## config.mk

```make
export PLATFORM = sky130hd
export DESIGN_NAME = key_change_event_emitter_top
export DESIGN_NICKNAME = d
export VERILOG_FILES = /design/src/kce_pkg.sv /design/src/key_change_event_emitter_top.sv
export SDC_FILE = /design/constraint.sdc
export NUM_CORES = 1
export LEC_CHECK = 0
export BUFFER_PORTS_ARGS = -buffer_cell sky130_fd_sc_hd__buf_2
export CORE_MARGIN = 5
export CORE_UTILIZATION = 42
export CTS_BUF_LIST = sky130_fd_sc_hd__clkbuf_4 sky130_fd_sc_hd__clkbuf_8 sky130_fd_sc_hd__clkbuf_16
export DETAILED_ROUTE_END_ITERATION = 8
export SLEW_MARGIN = 20
export SYNTH_ARGS = -nofsm -noshare
export SYNTH_HDL_FRONTEND = slang
export SYNTH_SLANG_ARGS = --single-unit
export TNS_END_PERCENT = 5
```

## constraint.sdc

```tcl
create_clock -name clk_i -period 3.85 [get_ports clk_i]
set_input_delay 0.385 -clock clk_i [delete_from_list [all_inputs] [get_ports clk_i]]
set_output_delay 0.385 -clock clk_i [all_outputs]
set_load 0.01 [all_outputs]
```

## src/kce_pkg.sv

```systemverilog
`default_nettype none

package kce_pkg;

  localparam int unsigned ScanW   = 32;
  localparam int unsigned MaxKeys = 7;
  localparam int unsigned KeyIdxW = 3;
  localparam int unsigned CfgIdxW = 3;

  // Register indexes of the configuration port
  localparam logic [CfgIdxW-1:0] CfgKeyCount = 3'd0;
  localparam logic [CfgIdxW-1:0] CfgKeyMask0 = 3'd1;

  typedef enum logic [2:0] {
    StIdle = 3'b001,
    StScan = 3'b010,
    StLast = 3'b100
  } state_e;

  typedef struct packed {
    logic [KeyIdxW-1:0] key_index;
    logic               pressed;
  } event_t;

endpackage

`default_nettype wire

```

## src/key_change_event_emitter_top.sv

```systemverilog
// Operation: a word is taken in the idle state, then the scan state visits each configured key
//   in turn plus one end-of-scan step, and a closing state hands over the last event; an
//   output stall can hold both the scan and the closing state.
// The input stalls until the scan of a word is through; the single mask compare unit sets this.
// Events leave through an output register, one per cycle at most.
// Reset (rst_ni low, asynchronous): previous scan word, key count and masks clear to zero.
`default_nettype none

module key_change_event_emitter_top (
  input  wire logic                              clk_i,
  input  wire logic                              rst_ni,
  input  wire logic                              cfg_we_i,
  input  wire logic [kce_pkg::CfgIdxW-1:0]       cfg_idx_i,
  input  wire logic [kce_pkg::ScanW-1:0]         cfg_data_i,
  input  wire logic                              in_valid_i,
  output      logic                              in_stall_o,
  input  wire logic [kce_pkg::ScanW-1:0]         scan_word_i,
  output      logic                              out_valid_o,
  input  wire logic                              out_stall_i,
  output      logic [kce_pkg::KeyIdxW-1:0]       key_index_o,
  output      logic                              pressed_o,
  output      logic                              final_event_o
);

  kce_pkg::state_e             state_q, state_d;
  logic [kce_pkg::KeyIdxW-1:0] key_count_q;
  logic [kce_pkg::ScanW-1:0]   mask_q [kce_pkg::MaxKeys];
  logic [kce_pkg::ScanW-1:0]   prev_q;
  logic [kce_pkg::ScanW-1:0]   scan_q;
  logic [kce_pkg::ScanW-1:0]   diff_q;
  logic [kce_pkg::KeyIdxW-1:0] key_q, key_d;
  logic                        pend_valid_q, pend_valid_d;
  kce_pkg::event_t             pend_q, pend_d;
  logic                        out_valid_q, out_valid_d;
  kce_pkg::event_t             out_q;
  logic                        out_final_q;

  logic                        in_accept;
  logic                        can_push;
  logic                        push;
  logic                        push_final;
  logic [kce_pkg::ScanW-1:0]   mask_sel;
  logic                        hit;
  logic                        now_set;
  logic [kce_pkg::CfgIdxW-1:0] mask_wr_idx;

  assign in_accept   = in_valid_i && !in_stall_o;
  assign in_stall_o  = (state_q != kce_pkg::StIdle);
  assign can_push    = !out_valid_q || !out_stall_i;
  assign mask_wr_idx = cfg_idx_i - kce_pkg::CfgKeyMask0;

  // Shared compare unit: one key mask a cycle, unless an output stall holds the scan
  assign mask_sel = (key_q < kce_pkg::KeyIdxW'(kce_pkg::MaxKeys)) ? mask_q[key_q] : '0;
  assign hit      = |(diff_q & mask_sel);
  assign now_set  = |(scan_q & mask_sel);

  always_comb begin
    state_d      = state_q;
    key_d        = key_q;
    pend_valid_d = pend_valid_q;
    pend_d       = pend_q;
    push         = 1'b0;
    push_final   = 1'b0;
    case (state_q)
      kce_pkg::StIdle: begin
        if (in_accept) begin
          state_d      = kce_pkg::StScan;
          key_d        = '0;
          pend_valid_d = 1'b0;
        end
      end
      kce_pkg::StScan: begin
        if (key_q == key_count_q) begin
          state_d = kce_pkg::StLast;
        end else if (!(hit && pend_valid_q && !can_push)) begin
          key_d = key_q + 1'b1;
          if (hit) begin
            // a newer hit exists, so the held event is not the last one
            push           = pend_valid_q;
            pend_valid_d   = 1'b1;
            pend_d.key_index = key_q;
            pend_d.pressed   = now_set;
          end
        end
      end
      kce_pkg::StLast: begin
        if (!pend_valid_q) begin
          state_d = kce_pkg::StIdle;
        end else if (can_push) begin
          push         = 1'b1;
          push_final   = 1'b1;
          pend_valid_d = 1'b0;
          state_d      = kce_pkg::StIdle;
        end
      end
      default: begin
        state_d = kce_pkg::StIdle;
      end
    endcase
  end

  assign out_valid_d = push || (out_valid_q && out_stall_i);

  always_ff @(posedge clk_i or negedge rst_ni) begin
    if (!rst_ni) begin
      state_q      <= kce_pkg::StIdle;
      key_count_q  <= '0;
      for (int i = 0; i < kce_pkg::MaxKeys; i++) begin
        mask_q[i] <= '0;
      end
      prev_q       <= '0;
      key_q        <= '0;
      pend_valid_q <= 1'b0;
      out_valid_q  <= 1'b0;
    end else begin
      state_q      <= state_d;
      key_q        <= key_d;
      pend_valid_q <= pend_valid_d;
      out_valid_q  <= out_valid_d;
      if (cfg_we_i) begin
        if (cfg_idx_i == kce_pkg::CfgKeyCount) begin
          key_count_q <= cfg_data_i[kce_pkg::KeyIdxW-1:0];
        end else begin
          mask_q[mask_wr_idx] <= cfg_data_i;
        end
      end
      if (in_accept) begin
        prev_q <= scan_word_i;
      end
    end
  end

  always_ff @(posedge clk_i) begin
    pend_q <= pend_d;
    if (in_accept) begin
      scan_q <= scan_word_i;
      diff_q <= scan_word_i ^ prev_q;
    end
    if (push) begin
      out_q       <= pend_q;
      out_final_q <= push_final;
    end
  end

  assign out_valid_o   = out_valid_q;
  assign key_index_o   = out_q.key_index;
  assign pressed_o     = out_q.pressed;
  assign final_event_o = out_final_q;

endmodule

`default_nettype wire

```

==> flow_metrics.env, run 1 <==
export IMPL_worst_r2r_setup_slack_ps=570
export IMPL_num_antenna_cells=0
export IMPL_clk_pin_slew_ps=60
export IMPL_final_common_cell="dfrtp_1"
export IMPL_chipHeight_um=199
export IMPL_die_w_um=199
export IMPL_fin_nets=1170
export IMPL_grt_pass1_wl_um=56600
export IMPL_crit_end="pressed_o"
export IMPL_worstReg2RegEnd="pressed_o"
export IMPL_synth_nets=1082
export IMPL_status="finished, violations left"
export IMPL_wl_per_cell_um=22.6
export IMPL_start_kind="flop"
export IMPL_drive_above_1_share_pct=39.9
export IMPL_cts_root_buf="clkbuf_16"
export IMPL_first_global_vias=9250
export IMPL_ant_nets=0
export IMPL_crit_required_ps=4030
export IMPL_syn_to_final_growth_pct=14.5
export IMPL_vias=8756
export IMPL_synthTopCellsByArea="dfrtp_1, mux2_2, edfxtp_1"
export IMPL_first_pass_iters=4
export IMPL_p_seq_share_pct=45.5
export IMPL_final_cell_mix="dfrtp_1, mux2_2, mux2i_1"
export IMPL_arrival_ps=3460
export IMPL_vdd_drop_max_v=0.000371
export IMPL_ys_ff_latch=340
export IMPL_synth_edf_count=73
export IMPL_synth_top_cell_by_area="dfrtp_1"
export IMPL_reg2regPathDepth=8
export IMPL_drc_errors=0
export IMPL_dieArea_um2=39500
export IMPL_cts_sinks=340
export IMPL_dr_first_iter_drc_count=552
export IMPL_ios=79
export IMPL_rows=69
export IMPL_ctsHtreeMaxLevel=2
export IMPL_worstSkewPairLatency_ps=520
export IMPL_syn_cell_area_um2=15000
export IMPL_period_needed_ps=3280
export IMPL_finalSetupTns_ps=0
export IMPL_cts_tree="built"
export IMPL_report_final_slew_viol_count=0
export IMPL_vias_per_cell=5.53
export IMPL_drv_cap=0
export IMPL_synth_warnings=0
export IMPL_tightest_slew_ps=1090
export IMPL_clockPowerShare_pct=29.1
export IMPL_asyncSetResetFlopFracSynth_pct=78.5
export IMPL_port_buffers=78
export IMPL_drt_total_wl_um=35800
export IMPL_max_stage_delay_ps=800
export IMPL_cp_end_kind="flop"
export IMPL_antenna_found_initial=0
export IMPL_setup_viol=0
export IMPL_rsz0062_at_grt="false"
export IMPL_groute_usage_overall_pct=18.5
export IMPL_cts_path_max_buffers=3
export IMPL_grt_overflow=0
export IMPL_critPathKind="reg2reg"
export IMPL_cts_setup_buffers=0
export IMPL_n_fill_cell=3125
export IMPL_cts_made_buffers=37
export IMPL_switching_share_pct=29.8
export IMPL_ys_types=49
export IMPL_whs_ps=-40.6
export IMPL_pwr_share_comb_pct=25.4
export IMPL_r2r_start="key_q[1]"
export IMPL_hold_violations=21
export IMPL_fin_skew_ps=18.9
export IMPL_hold_class="in2async"
export IMPL_yosysTopAreaCellShare_pct=44.5
export IMPL_crit_family="compound AO/OA/AOI/OAI gates"
export IMPL_crit_start="key_q[1]"
export IMPL_violations="negative hold slack"
export IMPL_critical_path_cell_chain="mux2i_1 > o211a_1 > a221oi_1 > a22o_1 > nor3_1 > nand4_4 > a21oi_1 > nor2_1"
export IMPL_power_switching_uw=3610
export IMPL_place_hpwl_um=23200
export IMPL_syn_inst=1007
export IMPL_regArea_um2=8880
export IMPL_seq_area_frac_synth_pct=59.3
export IMPL_internal_power_uw=8480
export IMPL_grt_max_degree=114
export IMPL_power_density_nw_per_um2=706
export IMPL_gp_routability_congestion=0.833
export IMPL_coreArea_um2=35400
export IMPL_period_share_pct=85.2
export IMPL_max_slew_margin_pct=27.0
export IMPL_start_util_pct=42.3
export IMPL_synth_ff_type="dfrtp_1"
export IMPL_clock_fmax_mhz=305
export IMPL_path_buf_inv=0
export IMPL_p_leak_uw=0.00691
export IMPL_critPathSlowestCell="dfrtp_4"
export IMPL_multi_input_area_um2=5770
export IMPL_postCtsHoldBufs=0
export IMPL_crit_cells=8
export IMPL_cts_resized=0
export IMPL_post_synth_cell_area_avg_um2=14.9
export IMPL_critPathMaxFanout=33
[routing by layer]
metal  GRT usage (%)  share of wire (%)  routed length [µm]  vias to the layer above
li1                -                  -                   -                     3967
met5               0                  0                   0                        -
met4            4.71                2.3                 807                        0
met3            2.88                5.0                1800                       54
met1            28.0                 48               17200                     4549
met2            28.1                 45               16000                      186
[power groups by stage]
stage                     sequential, µW  clock [µW]  combinational (µW)
after global placement              5540           0                3040
after global routing                5620        3770                3350
final                               5490        3520                3070
after detailed placement            5550           0                3100
after floorplan                     5330           0                2230
after CTS                           5490        3600                3110
[cells by family (layout without fill, tap and decap cells)]
logic type,count (synthesis),count (layout),synth area share (%)
buffers and inverters,62,178,2.32
muxes,359,359,26.2
DFF,340,340,59.3
xor gates and xnor gates,35,35,2.05
and+or+nand+nor,114,114,4.63
AOI/OAI and AO/OA,94,94,5.20
adders and majority gates,3,3,0.251
[registers in the layout, indices dropped and copies added, names as in the netlist, 3 cells and up]
| name | count |
|---|---|
| pend_q | 4 |
| state_q | 3 |
| diff_q | 32 |
| scan_q | 32 |
| key_index_o | 3 |
| key_count_q | 3 |
| prev_q | 32 |
| key_q | 3 |
| mask_q | 224 |
[worst min path at each step]
stage / slack, ps / startpoint / end
6_report: -40 / rst_ni / key_count_q[2]
5_1_grt: 30 / rst_ni / key_count_q[2]
4_1_cts: 0.9 / rst_ni / key_count_q[2]
3_5_place_dp: 410 / pend_q[3] / key_index_o[2]
3_3_place_gp: 410 / pend_q[3] / key_index_o[2]
2_1_floorplan: 90 / rst_ni / key_count_q[0]
[cell type report]
type	instances	share of cell area (%)
Clock buffer	55	6.44
Clock inverter	12	0.636
Inverter	6	0.132
Multi-Input combinational cell	605	33.7
Sequential cell	340	51.9
Tap cell	461	3.37
Timing Repair Buffer	105	3.89
[cell usage after synthesis (2+ instances only)]
master and count:
a211oi_1 2, nand3_1 26, a32oi_1 7, a31oi_1 5, nand2_1 11, buf_2 16
nand3b_1 29, xnor2_1 3, o211a_1 8, mux2i_1 99, edfxtp_1 73, o21ai_0 2
a22o_1 4, a221oi_1 13, buf_4 4, dfrtp_1 266, ha_1 3, and3_1 6
nor2_1 12, nor2b_1 3, buf_1 10, and2_1 2, a21oi_1 3, a22oi_1 21
o211ai_1 20, inv_1 5, buf_6 9, nor3_1 7, xor2_1 32, nand4_1 8
mux2_2 259, a221oi_2 2, a311oi_1 4, clkbuf_1 16, nor3b_1 3
[per-stage QoR]
stage / util (%) / power, µW / worst slack [ps] / instances / area, µm²
after floorplan: - / 7560 / 1050 / 1007 / 15000
after global placement: 45.0 / 8570 / 586 / 1517 / 15900
after detailed placement: 45.0 / 8660 / 598 / 1517 / 15900
after CTS: 48.4 / 12200 / 572 / 1584 / 17100
after global routing: 48.4 / 12700 / 345 / 1584 / 17100
final: 48.4 / 12100 / 570 / 1584 / 17100
[worst reg2reg max path, cell delays in order, from the launching register on]
cell	delay (ps)
dfrtp_4	800
mux2i_1	170
o211a_1	230
a221oi_1	650
a22o_1	350
nor3_1	110
nand4_4	170
a21oi_1	110
nor2_1	360
Power figures use the tool's default switching activity.
==> run 2: changes to the inputs <==
--- a/config.mk
+++ b/config.mk
@@ -6,10 +6,13 @@
 export NUM_CORES = 1
 export LEC_CHECK = 0
 export BUFFER_PORTS_ARGS = -buffer_cell sky130_fd_sc_hd__buf_2
+export CELL_PAD_IN_SITES_DETAIL_PLACEMENT = 0
+export CELL_PAD_IN_SITES_GLOBAL_PLACEMENT = 1
 export CORE_MARGIN = 5
 export CORE_UTILIZATION = 42
 export CTS_BUF_LIST = sky130_fd_sc_hd__clkbuf_4 sky130_fd_sc_hd__clkbuf_8 sky130_fd_sc_hd__clkbuf_16
 export DETAILED_ROUTE_END_ITERATION = 8
+export PLACE_DENSITY_LB_ADDON = 0.1
 export SLEW_MARGIN = 20
 export SYNTH_ARGS = -nofsm -noshare
 export SYNTH_HDL_FRONTEND = slang
==> run 2 against run 1 <==
  * The run now ends clean
  * Worst hold slack better by 96 ps
  * Sequential share of layout area decreased by 0.42 points
  * Global-route usage rose by 0.77 points
  * Via count down 0.49%
  * Critical path depth up 3
  * Sequential power grew 1%
  * Design area increased by 0.82%
  * Highest routed layer is now met5
  * Clock-buffer cell count increased by 5
  * Register-to-register slack improved by 40 ps
  * Sequential cell count is the same
  * First-iteration DRC count decreased by 5.4%
  * Maximum frequency is 1.1% higher
==> flow_metrics.env, run 2 (synthesized netlist as in run 1, its figures left out) <==
export IMPL_min_to="scan_q[7]"
export IMPL_max_slew_margin_pct=26.1
export IMPL_vias_per_cell=5.48
export IMPL_ios=79
export IMPL_final_cell_mix="dfrtp_1, mux2_2, mux2i_1"
export IMPL_rows=69
export IMPL_final_cells=1590
export IMPL_period_needed_ps=3240
export IMPL_cts_made_buffers=39
export IMPL_p_leak_uw=0.00698
export IMPL_ant_nets=0
export IMPL_clock_fmax_mhz=308
export IMPL_placed_cell_area_um2=16000
export IMPL_arrival_ps=3540
export IMPL_antenna_found_initial=1
export IMPL_tightest_slew_ps=1110
export IMPL_vias=8713
export IMPL_worstReg2RegEnd="final_event_o"
export IMPL_status="completed"
export IMPL_port_buffers=78
export IMPL_postCtsHoldBufs=1
export IMPL_whs_ps=55.7
export IMPL_pre_cts_slack_ps=586
export IMPL_start_kind="flop"
export IMPL_start_util_pct=42.3
export IMPL_die_w_um=199
export IMPL_critPathMaxFanout=22
export IMPL_groute_usage_overall_pct=19.3
export IMPL_worstSkewPairLatency_ps=530
export IMPL_finalSetupTns_ps=0
export IMPL_n_fill_cell=3147
export IMPL_first_pass_iters=5
export IMPL_cts_setup_buffers=0
export IMPL_dieArea_um2=39500
export IMPL_grt_max_degree=106
export IMPL_r2r_start="key_q[1]"
export IMPL_power_switching_uw=3690
export IMPL_rsz0062_at_grt="false"
export IMPL_cts_root_buf="clkbuf_16"
export IMPL_vdd_drop_max_v=0.000486
export IMPL_place_hpwl_um=24400
export IMPL_hold_violations=0
export IMPL_largest_reg_flops=224
export IMPL_grt_overflow=0
export IMPL_dp_cells=1519
export IMPL_cts_path_max_buffers=3
export IMPL_dr_first_iter_drc_count=522
export IMPL_clk_pin_slew_ps=60
export IMPL_drc_errors=0
export IMPL_fin_nets=1175
export IMPL_cts_tree="built"
export IMPL_stdcell_area_um2=17300
export IMPL_worst_r2r_setup_slack_ps=610
export IMPL_gp_routability_congestion=0.812
export IMPL_report_final_slew_viol_count=0
export IMPL_cp_end_kind="flop"
export IMPL_first_global_vias=8920
export IMPL_whs_path_depth=1
export IMPL_cts_sinks=340
export IMPL_pwr_share_comb_pct=24.8
export IMPL_power_density_nw_per_um2=714
export IMPL_grt_pass1_wl_um=58000
export IMPL_syn_to_final_growth_pct=15.4
export IMPL_period_share_pct=84.2
export IMPL_chipHeight_um=199
export IMPL_hold_class="in2reg"
export IMPL_coreArea_um2=35400
export IMPL_drv_cap=0
export IMPL_num_antenna_cells=0
export IMPL_final_common_cell="dfrtp_1"
export IMPL_switching_share_pct=29.9
export IMPL_ctsHtreeMaxLevel=2
export IMPL_wl_per_cell_um=23.6
export IMPL_drive_above_1_share_pct=40.5
export IMPL_hold_start="scan_word_i[7]"
export IMPL_internal_power_uw=8640
export IMPL_setup_viol=0
export IMPL_critPathKind="reg2reg"
export IMPL_largest_register="mask_q"
export IMPL_p_seq_share_pct=45.0
export IMPL_crit_required_ps=4140
export IMPL_cts_resized=0
export IMPL_fin_ws_ps=607
export IMPL_fin_skew_ps=17.5
export IMPL_drt_total_wl_um=37400
export IMPL_reg2regPathDepth=11
export IMPL_clockPowerShare_pct=30.2
-- run 2: power by group through the flow --
stage          Combinational, µW  Clock [µW]  Sequential [µW]
2_1_floorplan               2230           0             5330
3_3_place_gp                3050           0             5620
3_5_place_dp                3110           0             5610
4_1_cts                     3110        3830             5560
5_1_grt                     3350        3970             5670
6_report                    3050        3730             5560
-- run 2: how the worst max path moves through the flow --
stage	depth (start not counted)	slack [ps]	end	start
2_1_floorplan	5	1050	prev_q[24]	state_q[0]
3_5_place_dp	11	590	key_index_o[2]	key_q[1]
5_1_grt	11	290	final_event_o	key_q[1]
3_3_place_gp	7	620	pend_q[0]	key_q[1]
6_report	11	610	final_event_o	key_q[1]
4_1_cts	11	560	final_event_o	key_q[1]
-- run 2: cell type report --
class	instances	area [µm²]	area share, %
clock buffers	60	1180	6.85
clock inverters	10	119	0.688
inverters	6	22.5	0.130
multi-input cells	605	5770	33.4
flip-flops and latches	340	8880	51.4
well taps	461	577	3.34
repair buffers	108	716	4.15
-- run 2: per-layer routing --
layer | wire length, µm | share of wire (%) | up-vias | track usage, %
met5 | 7 | 0.019 | - | 0
li1 | - | - | 3977 | -
met4 | 763 | 2.0 | 2 | 4.84
met3 | 1700 | 4.5 | 48 | 3.24
met2 | 16000 | 43 | 185 | 27.5
met1 | 18900 | 51 | 4501 | 30.6
-- run 2: per-stage QoR --
step,power (µW),utilization [%]
floorplan,7560,-
global placement,8670,45.1
detailed placement,8720,45.1
CTS,12500,48.8
global route,13000,48.8
finish,12300,48.8
-- run 2: worst max-delay path, stage by stage (launching register included) --
cell     delay, ps
dfrtp_4        670
buf_12         230
buf_4          340
mux2i_1        260
a22oi_1        130
nand3_1        110
nand4_1        180
nor3_1         370
nand4_4        250
a21oi_1        220
nor2_1          70
buf_4          150
==> run 3: changes to the inputs <==
==> constraint.sdc (replaced) <==
create_clock -name clk_i -period 3.2 [get_ports clk_i]
set_input_delay 0.32 -clock clk_i [delete_from_list [all_inputs] [get_ports clk_i]]
set_output_delay 0.32 -clock clk_i [all_outputs]
set_load 0.01 [all_outputs]
==> run 3 against run 2 <==
  * Combinational power grew 30%
  * Clock skew hardly changed
  * Utilization up 1.0 points
  * Sequential cell count is the same
  * Critical path depth shrank 4
  * Power increased by 21%
  * Cell count is 1.3% higher
  * Largest cell class unchanged
  * Highest routed layer is now met4
==> flow_metrics.env, run 3 (synthesized netlist as in run 1, its figures left out) <==
export IMPL_worstSkewPairLatency_ps=530
export IMPL_cts_tree="built"
export IMPL_cts_path_max_buffers=3
export IMPL_clockPowerShare_pct=29.7
export IMPL_crit_family="simple AND/OR/NAND/NOR gates"
export IMPL_clk_pin_slew_ps=60
export IMPL_crit_end="pend_q[0]"
export IMPL_r2r_start="key_q[1]"
export IMPL_die_w_um=199
export IMPL_cts_setup_buffers=0
export IMPL_p_seq_share_pct=43.9
export IMPL_chipHeight_um=199
export IMPL_ctsHtreeMaxLevel=2
export IMPL_antenna_found_initial=0
export IMPL_critPathMaxFanout=38
export IMPL_postLayoutCoreUtil_pct=49.8
export IMPL_first_global_vias=9065
export IMPL_gp_routability_congestion=0.782
export IMPL_whs_ps=22.8
export IMPL_coreArea_um2=35400
export IMPL_clock_fmax_mhz=339
export IMPL_cts_made_buffers=38
export IMPL_setup_viol=0
export IMPL_path_buf_inv=1
export IMPL_start_kind="flop"
export IMPL_place_hpwl_um=24100
export IMPL_max_stage_delay_ps=560
export IMPL_wl_per_cell_um=23.5
export IMPL_power_switching_uw=4460
export IMPL_vdd_drop_max_v=0.000485
export IMPL_finalSetupTns_ps=0
export IMPL_hold_class="in2reg"
export IMPL_rows=69
export IMPL_num_antenna_cells=0
export IMPL_port_buffers=78
export IMPL_period_needed_ps=2950
export IMPL_period_share_pct=92.3
export IMPL_grt_pass1_wl_um=58300
export IMPL_dr_first_iter_drc_count=433
export IMPL_vias=8851
export IMPL_hold_violations=0
export IMPL_fin_nets=1197
export IMPL_fin_skew_ps=17.4
export IMPL_largest_register="mask_q"
export IMPL_n_fill_cell=3084
export IMPL_report_final_slew_viol_count=0
export IMPL_grt_overflow=0
export IMPL_drive_above_1_share_pct=40.2
export IMPL_rsz0062_at_grt="false"
export IMPL_hold_start="scan_word_i[23]"
export IMPL_p_leak_uw=0.00711
export IMPL_critPathSlowestCell="or4_1"
export IMPL_worstReg2RegEnd="pend_q[0]"
export IMPL_stdcell_area_um2=17600
export IMPL_crit_required_ps=3440
export IMPL_status="completed"
export IMPL_largest_reg_flops=224
export IMPL_max_slew_margin_pct=53.0
export IMPL_vias_per_cell=5.49
export IMPL_reg2regPathDepth=7
export IMPL_critPathKind="reg2reg"
export IMPL_arrival_ps=3190
export IMPL_drc_errors=0
export IMPL_tightest_slew_ps=704
export IMPL_ios=79
export IMPL_first_pass_iters=5
export IMPL_cts_root_buf="clkbuf_16"
export IMPL_groute_usage_overall_pct=19.5
export IMPL_pwr_share_comb_pct=26.4
export IMPL_cp_end_kind="flop"
export IMPL_final_cell_mix="dfrtp_1, mux2_2, mux2i_1"
export IMPL_power_density_nw_per_um2=849
export IMPL_syn_to_final_growth_pct=17.9
export IMPL_worst_r2r_setup_slack_ps=250
export IMPL_placed_cell_area_um2=16100
export IMPL_dieArea_um2=39500
export IMPL_crit_start="key_q[1]"
export IMPL_drv_cap=0
export IMPL_crit_cells=7
export IMPL_final_common_cell="dfrtp_1"
export IMPL_critical_path_cell_chain="buf_12 > mux2i_1 > a22oi_1 > and3_1 > a31oi_1 > nand4_1 > or4_1"
export IMPL_start_util_pct=42.3
export IMPL_ant_nets=0
export IMPL_grt_max_degree=87
export IMPL_drt_total_wl_um=37800
export IMPL_internal_power_uw=10500
export IMPL_switching_share_pct=29.8
export IMPL_cts_sinks=340
## run 3: cell types whose count changed in the layout (fill, tap and decap cells not counted), sizes merged
cell and delta:
dlygate4sd3 +18, bufinv -1, clkinvlp +2, inv -1
clkbuf -2, buf +5
## run 3: stage by stage
| stage | power (µW) | setup WS, ps | cells |
|---|---|---|---|
| after floorplan | 9100 | 405 | 1007 |
| after CTS | 15200 | 42.8 | 1611 |
| final | 15000 | 247 | 1611 |
| after global routing | 15800 | 62.4 | 1611 |
| after global placement | 10600 | 76.7 | 1524 |
| after detailed placement | 10600 | 66.9 | 1524 |
## run 3: layout make-up
| type | count | area (µm²) | area share [%] |
|---|---|---|---|
| flip-flops and latches | 340 | 8880 | 50.3 |
| multi-input cells | 605 | 5790 | 32.8 |
| clock buffers | 58 | 1220 | 6.90 |
| repair buffers | 131 | 1070 | 6.07 |
| well taps | 461 | 577 | 3.27 |
| clock inverters | 10 | 82.6 | 0.468 |
| inverters | 6 | 22.5 | 0.128 |
## run 3: worst min-delay path by stage
stage	to	cells past startpoint	slack [ps]
floorplan	key_count_q[0]	0	20
global placement	mask_q[136]	1	390
detailed placement	mask_q[136]	1	390
CTS	scan_q[23]	1	4
global route	scan_q[23]	1	20
finish	scan_q[23]	1	20
## run 3: worst register-to-register path: stages, from the launching register on
cell and delay, ps:
dfrtp_4 520, buf_12 270, mux2i_1 310, a22oi_1 130, and3_1 260, a31oi_1 310
nand4_1 320, or4_1 560
## run 3: timing repair
| item | 4_1_cts | 5_1_grt |
|---|---|---|
| endpoints found under the hold margin | 101 | 0 |
| resized for setup | 0 | 3 |
| hold buffers | 19 | 0 |
| endpoints found under the setup margin | 0 | 5 |
## run 3: metal layers
metal	global-route usage [%]	share of wire [%]
met1	30.7	51
met2	28.7	43
met3	3.00	3.9
met4	4.51	1.8
met5	0	0
## run 3: power groups by stage
stage / clock [µW] / sequential (µW) / combinational, µW
after global routing: 4750 / 6730 / 4330
final: 4440 / 6580 / 3950
after detailed placement: 0 / 6650 / 3970
after global placement: 0 / 6640 / 3910
after floorplan: 0 / 6420 / 2680
after CTS: 4580 / 6580 / 4000
